--- src/hw/rtl/spq_pkg.sv ---
// Shared types and constants for the sorted priority queue.
`default_nettype none

package spq_pkg;

  localparam int unsigned ValueW = 32;
  localparam int unsigned PrioW  = 16;
  localparam int unsigned CfgW   = 5;

  localparam logic [CfgW-1:0] CapReset = 5'd16;

  // Operation codes carried in the input tuser.
  localparam logic OpEnq = 1'b0;
  localparam logic OpDeq = 1'b1;

  typedef enum logic [1:0] {
    ST_OK    = 2'd0,
    ST_FULL  = 2'd1,
    ST_EMPTY = 2'd2
  } status_e;

  // Per-cycle command broadcast to every cell of the chain.
  typedef struct packed {
    logic              enq;
    logic              deq;
    logic [ValueW-1:0] value;
    logic [PrioW-1:0]  prio;
  } spq_cmd_t;

endpackage

`default_nettype wire

--- src/hw/rtl/spq_cell.sv ---
// One storage cell of the sorted chain: holds an entry and shifts with its neighbors.
`default_nettype none

module spq_cell (
  input  wire logic                      clk_i,
  input  wire spq_pkg::spq_cmd_t         cmd_i,
  input  wire logic                      occ_i,
  input  wire logic                      left_lt_i,
  input  wire logic [spq_pkg::ValueW-1:0] left_value_i,
  input  wire logic [spq_pkg::PrioW-1:0]  left_prio_i,
  input  wire logic [spq_pkg::ValueW-1:0] right_value_i,
  input  wire logic [spq_pkg::PrioW-1:0]  right_prio_i,
  output logic                           lt_o,
  output logic [spq_pkg::ValueW-1:0]     value_o,
  output logic [spq_pkg::PrioW-1:0]      prio_o
);
  import spq_pkg::*;

  logic [ValueW-1:0] value_q, value_d;
  logic [PrioW-1:0]  prio_q, prio_d;

  // Entries ahead of the insertion point have a strictly smaller priority.
  assign lt_o = occ_i && (prio_q < cmd_i.prio);

  always_comb begin
    value_d = value_q;
    prio_d  = prio_q;
    if (cmd_i.enq) begin
      if (!lt_o) begin
        if (left_lt_i) begin
          value_d = cmd_i.value;
          prio_d  = cmd_i.prio;
        end else begin
          value_d = left_value_i;
          prio_d  = left_prio_i;
        end
      end
    end else if (cmd_i.deq) begin
      value_d = right_value_i;
      prio_d  = right_prio_i;
    end
  end

  always_ff @(posedge clk_i) begin
    value_q <= value_d;
    prio_q  <= prio_d;
  end

  assign value_o = value_q;
  assign prio_o  = prio_q;

endmodule

`default_nettype wire

--- src/hw/rtl/sorted_priority_queue.sv ---
// Top level of the sorted priority queue: cell chain, entry count and result register.
`default_nettype none

// Bounded priority queue of up to DEPTH entries kept sorted in a row of cells,
// head in cell 0. Input tuser[0] selects enqueue (0) or dequeue (1); the smallest
// priority leaves first, and among equal priorities the newest. Every input
// transaction yields one result transaction, registered in the cycle after acceptance; all
// cells compare against the new priority and shift in parallel, so one item is
// taken per cycle while the result register is empty or being drained. The
// capacity register (reset 16, saturating at DEPTH) may be written only while
// the queue is idle; lowering it below the fill keeps the entries held.
module sorted_priority_queue #(
  parameter int unsigned DEPTH = 16
) (
  input  wire logic        clk_i,
  input  wire logic        rst_ni,
  // capacity limit write channel
  input  wire logic        cfg_valid_i,
  output logic             cfg_ready_o,
  input  wire logic [spq_pkg::CfgW-1:0] cfg_data_i,
  // tdata: value_in[31:0], priority_in[47:32]; tuser: op[0]
  input  wire logic        s_axis_tvalid,
  output logic             s_axis_tready,
  input  wire logic [47:0] s_axis_tdata,
  input  wire logic [0:0]  s_axis_tuser,
  // tdata: value_out[31:0], priority_out[47:32], fill_level[52:48], zeros above
  // tuser: status[1:0]
  output logic             m_axis_tvalid,
  input  wire logic        m_axis_tready,
  output logic [55:0]      m_axis_tdata,
  output logic [1:0]       m_axis_tuser
);
  import spq_pkg::*;

  localparam int unsigned CntW = $clog2(DEPTH + 1);
  localparam int unsigned LimW = (CntW > CfgW) ? CntW : CfgW;

  logic [CfgW-1:0] cap_q;
  logic [CntW-1:0] count_q, count_d;

  logic            out_valid_q;
  logic [55:0]     out_data_q;
  logic [1:0]      out_user_q;

  logic            accept, is_enq, full, empty;
  spq_cmd_t        cmd;

  logic [DEPTH-1:0]  occ, lt;
  logic [ValueW-1:0] cell_value [DEPTH];
  logic [PrioW-1:0]  cell_prio  [DEPTH];

  assign cfg_ready_o = 1'b1;

  always_ff @(posedge clk_i or negedge rst_ni) begin
    if (!rst_ni) begin
      cap_q <= CapReset;
    end else if (cfg_valid_i && cfg_ready_o) begin
      cap_q <= cfg_data_i;
    end
  end

  assign s_axis_tready = !out_valid_q || m_axis_tready;
  assign accept        = s_axis_tvalid && s_axis_tready;
  assign is_enq        = (s_axis_tuser[0] == OpEnq);
  assign full          = (LimW'(count_q) >= LimW'(cap_q)) || (count_q >= CntW'(DEPTH));
  assign empty         = (count_q == '0);

  assign cmd.enq   = accept && is_enq && !full;
  assign cmd.deq   = accept && !is_enq && !empty;
  assign cmd.value = s_axis_tdata[31:0];
  assign cmd.prio  = s_axis_tdata[47:32];

  for (genvar i = 0; i < DEPTH; i++) begin : g_cell
    logic                left_lt;
    logic [ValueW-1:0]   left_value, right_value;
    logic [PrioW-1:0]    left_prio, right_prio;

    assign occ[i] = (CntW'(i) < count_q);

    if (i == 0) begin : g_head
      assign left_lt    = 1'b1;
      assign left_value = '0;
      assign left_prio  = '0;
    end else begin : g_mid
      assign left_lt    = lt[i-1];
      assign left_value = cell_value[i-1];
      assign left_prio  = cell_prio[i-1];
    end

    if (i == DEPTH - 1) begin : g_tail
      assign right_value = '0;
      assign right_prio  = '0;
    end else begin : g_body
      assign right_value = cell_value[i+1];
      assign right_prio  = cell_prio[i+1];
    end

    spq_cell u_cell (
      .clk_i         (clk_i),
      .cmd_i         (cmd),
      .occ_i         (occ[i]),
      .left_lt_i     (left_lt),
      .left_value_i  (left_value),
      .left_prio_i   (left_prio),
      .right_value_i (right_value),
      .right_prio_i  (right_prio),
      .lt_o          (lt[i]),
      .value_o       (cell_value[i]),
      .prio_o        (cell_prio[i])
    );
  end

  always_comb begin
    count_d = count_q;
    if (cmd.enq) begin
      count_d = count_q + CntW'(1);
    end else if (cmd.deq) begin
      count_d = count_q - CntW'(1);
    end
  end

  always_ff @(posedge clk_i or negedge rst_ni) begin
    if (!rst_ni) begin
      count_q     <= '0;
      out_valid_q <= 1'b0;
    end else begin
      count_q <= count_d;
      if (accept) begin
        out_valid_q <= 1'b1;
      end else if (m_axis_tready) begin
        out_valid_q <= 1'b0;
      end
    end
  end

  always_ff @(posedge clk_i) begin
    if (accept) begin
      out_data_q[31:0]  <= cmd.deq ? cell_value[0] : '0;
      out_data_q[47:32] <= cmd.deq ? cell_prio[0] : '0;
      out_data_q[52:48] <= CfgW'(count_d);
      out_data_q[55:53] <= '0;
      if (is_enq) begin
        out_user_q <= full ? ST_FULL : ST_OK;
      end else begin
        out_user_q <= empty ? ST_EMPTY : ST_OK;
      end
    end
  end

  assign m_axis_tvalid = out_valid_q;
  assign m_axis_tdata  = out_data_q;
  assign m_axis_tuser  = out_user_q;

`ifndef SYNTHESIS
  a_count_bound: assert property (@(posedge clk_i) disable iff (!rst_ni)
    count_q <= CntW'(DEPTH))
    else $error("entry count above depth");

  a_deq_count: assert property (@(posedge clk_i) disable iff (!rst_ni)
    accept && !is_enq && !empty |=> count_q == $past(count_q) - CntW'(1))
    else $error("dequeue did not remove one entry");

  a_enq_full: assert property (@(posedge clk_i) disable iff (!rst_ni)
    accept && is_enq && full |=> m_axis_tuser == ST_FULL && count_q == $past(count_q))
    else $error("refused enqueue changed the queue");

  a_empty_zero: assert property (@(posedge clk_i) disable iff (!rst_ni)
    m_axis_tvalid && m_axis_tuser == ST_EMPTY |-> m_axis_tdata[47:0] == '0)
    else $error("empty dequeue returned data");
`endif

endmodule

`default_nettype wire

--- config.mk ---
export PLATFORM = sky130hd
export DESIGN_NAME = sorted_priority_queue
export DESIGN_NICKNAME = d
export VERILOG_FILES = /design/src/hw/rtl/spq_pkg.sv /design/src/hw/rtl/spq_cell.sv /design/src/hw/rtl/sorted_priority_queue.sv
export SDC_FILE = /design/constraint.sdc
export NUM_CORES = 2
export LEC_CHECK = 0
export ABC_AREA = 1
export ABC_CLOCK_PERIOD_IN_PS = 5610
export BUFFER_PORTS_ARGS = -buffer_cell sky130_fd_sc_hd__buf_2
export CAP_MARGIN = 30
export CORE_MARGIN = 2
export CORE_UTILIZATION = 50
export CTS_CLUSTER_SIZE = 8
export DETAILED_ROUTE_END_ITERATION = 8
export PLACE_DENSITY = 0.66
export SETUP_SLACK_MARGIN = 0.4
export SYNTH_ARGS = -nofsm -noshare
export SYNTH_HDL_FRONTEND = slang
export SYNTH_HIERARCHICAL = 1
export SYNTH_SLANG_ARGS = --single-unit
--- constraint.sdc ---
create_clock -name clk_i -period 5.61 [get_ports clk_i]
set_clock_uncertainty 0.1 [all_clocks]
set_input_delay 1.683 -clock clk_i [delete_from_list [all_inputs] [get_ports clk_i]]
set_output_delay 1.683 -clock clk_i [all_outputs]
set_load 0.01 [all_outputs]
==> flow_summary.yaml <==
pwr:
  leakagePower_nw: 22.0
  p_per_area_nw_per_um2: 454
  irDropWorstVdd_mv: 0.276
cells_and_area:
  final_common_cell: "o21ai_0"
  num-nets-final: 6019
  num_antenna_cells: 0
  drive_above_1_share: 0.121
  multi_input_area_um2: 20900
  regArea_um2: 25000
  final_area_um2: 53600
  final_cell_mix: "o21ai_0, nand2_1, edfxtp_1"
  final.fill_count: 8973
  areaGrowthSynthToFinish_pct: 9.04
drt:
  wl_per_cell_um: 18.7
  drc_errors: 0
  drt_iter0_markers: 3278
  wl_met1_mm: 54.8
  drtPass1Iterations: 6
  routed_via_density: 5.66
  routed_wl_mm: 131
  ant_nets: 0
  wl_met3_mm: 5.11
  wl_met2_mm: 68.2
  routed.top_layer: "met5"
  vias: 39718
setup_path:
  cp_slowest_stage_delay_ns: 0.50
  worstSetupEndpointType: "register"
  path_cells: "buf_2 > inv_1 > nand2_2 > nand2_1 > nor2_1 > nand3_2 > clkinvlp_4 > buf_12 > inv_1 > buf_4 > nand2_1 > nand2_2 > buf_12"
  crit_type: "in -> reg"
  critPathTopFamily: "buffers and inverters"
  crit_required_ns: 5.89
  crit_fanout: 49
  critPathBufInv: 7
  slowest_stage: "clkinvlp_4"
  arrival_ns: 4.38
  start_kind: "input pin"
clock_network:
  cts_buffers: 114
  clkLatencyLatePin_ns: 0.71
  root_buffer: "clkbuf_16"
  clkTransAtPathRegs_ns: 0.05
  cts_setup_buffers: 0
  cts.path.max_buffers: 3
  cts_hold_buf: 0
  cts_resized: 0
  cts.sink_count: 834
  cts_tree: "built"
  ctsHtreeMaxLevel: 3
synth:
  synth_area_um2: 49200
  syn_inst: 5614
  ys_warn_count: 6
  syn_area_per_cell_um2: 8.76
job:
  maxCapViolCount: 0
grt:
  grtUsageTotal: 0.257
  grt_pass1_wl_mm: 213
  grt_pass1_vias: 40444
  antenna_found_initial: 2
  overflow: 0
  grt_max_degree: 183
timing:
  rsz0062_at_grt: "no"
  min_period_ns: 4.10
  tns_ns: 0
  finalCritPeriodShare: 0.731
  slew_viol_final: 0
  slew_headroom: 0.500
  worstMarginPinSlew_ns: 0.750
  fmax_mhz: 244
  setup_viol_count_final: 0
  hold_viol_final: 0
die:
  core_area_um2: 98000
  rows: 115
  die-width_um: 318
  fp.dieArea_um2: 101000
  die_y_um: 318
  io_pins: 120
  initial_core_util: 0.502
placement:
  gp_congestion: 0.823
  port_buffers: 115
  place_hpwl_mm: 90.2
  postPlaceCellArea_um2: 50500
run_status:
  status: "finished clean"
worst_hold_path:
  holdCritPathClass: "reg -> reg"
==> layout make-up <==
type,instances,share of cell area
Tap cell,1287,0.0300
Inverter,414,0.0298
Clock buffer,134,0.0554
Timing Repair Buffer,210,0.0261
Clock inverter,6,0.00247
Multi-Input combinational cell,4137,0.390
Sequential cell,834,0.466
==> worst register-to-register path: cells and delay by family (launching register included) <==
| kind | cells | cell delay (ns) |
|---|---|---|
| buffers and inverters | 4 | 1.78 |
| AOI/OAI and AO/OA | 3 | 0.90 |
| DFF | 1 | 0.52 |
| adders and majority gates | 1 | 0.33 |
| and+or+nand+nor | 1 | 0.24 |
==> final timing paths <==
check	startpoint	end	slack, ns	cells after the start
max	m_axis_tready	g_cell[13].u_cell/value_o[13]$_DFFE_PP_	1.51	13
min	cap_q[4]$_DFFE_PN1P_	cap_q[4]$_DFFE_PN1P_	0.40	2
max reg2reg	count_q[0]$_DFF_PN0_	g_cell[1].u_cell/value_o[9]$_DFFE_PP_	1.62	9
min reg2reg	cap_q[4]$_DFFE_PN1P_	cap_q[4]$_DFFE_PN1P_	0.40	2
max in group asynchronous	rst_ni	cap_q[4]$_DFFE_PN1P_	4.36	1
min in group asynchronous	rst_ni	cap_q[1]$_DFFE_PN0P_	0.78	1
==> state kept, by name (all words and copies together) (netlist names) <==
| name | count |
|---|---|
| g_cell.u_cell/prio_o | 256 |
| count_q | 5 |
| m_axis_tdata | 53 |
| m_axis_tvalid | 1 |
| m_axis_tuser | 2 |
| cap_q | 5 |
| g_cell.u_cell/value_o | 512 |
==> where the power goes <==
part | total [W] | internal [W] | switching [W]
clock network | 0.00634 | 0.00366 | 0.00267
logic | 0.00777 | 0.00214 | 0.00563
registers | 0.0102 | 0.00923 | 0.000998
total | 0.0243 | 0.0150 | 0.00931
==> layer usage <==
metal,up-vias,global-route usage
met1,19377,0.322
met5,-,0
met3,246,0.0298
met4,4,0.0703
met2,983,0.466
li1,19108,-
==> metrics by stage <==
stage	cells	power, W	hold WS (ns)	utilization	setup WS [ns]
after global placement	6882	0.0178	0.382	0.515	0.840
final	7022	0.0243	0.395	0.547	1.51
after detailed placement	6882	0.0180	0.395	0.515	0.825
after CTS	7022	0.0244	0.403	0.547	1.55
after floorplan	5716	0.0161	0.365	-	0.540
after global routing	7022	0.0259	0.441	0.547	1.32
Note: power is estimated with default switching activity, not from simulation.
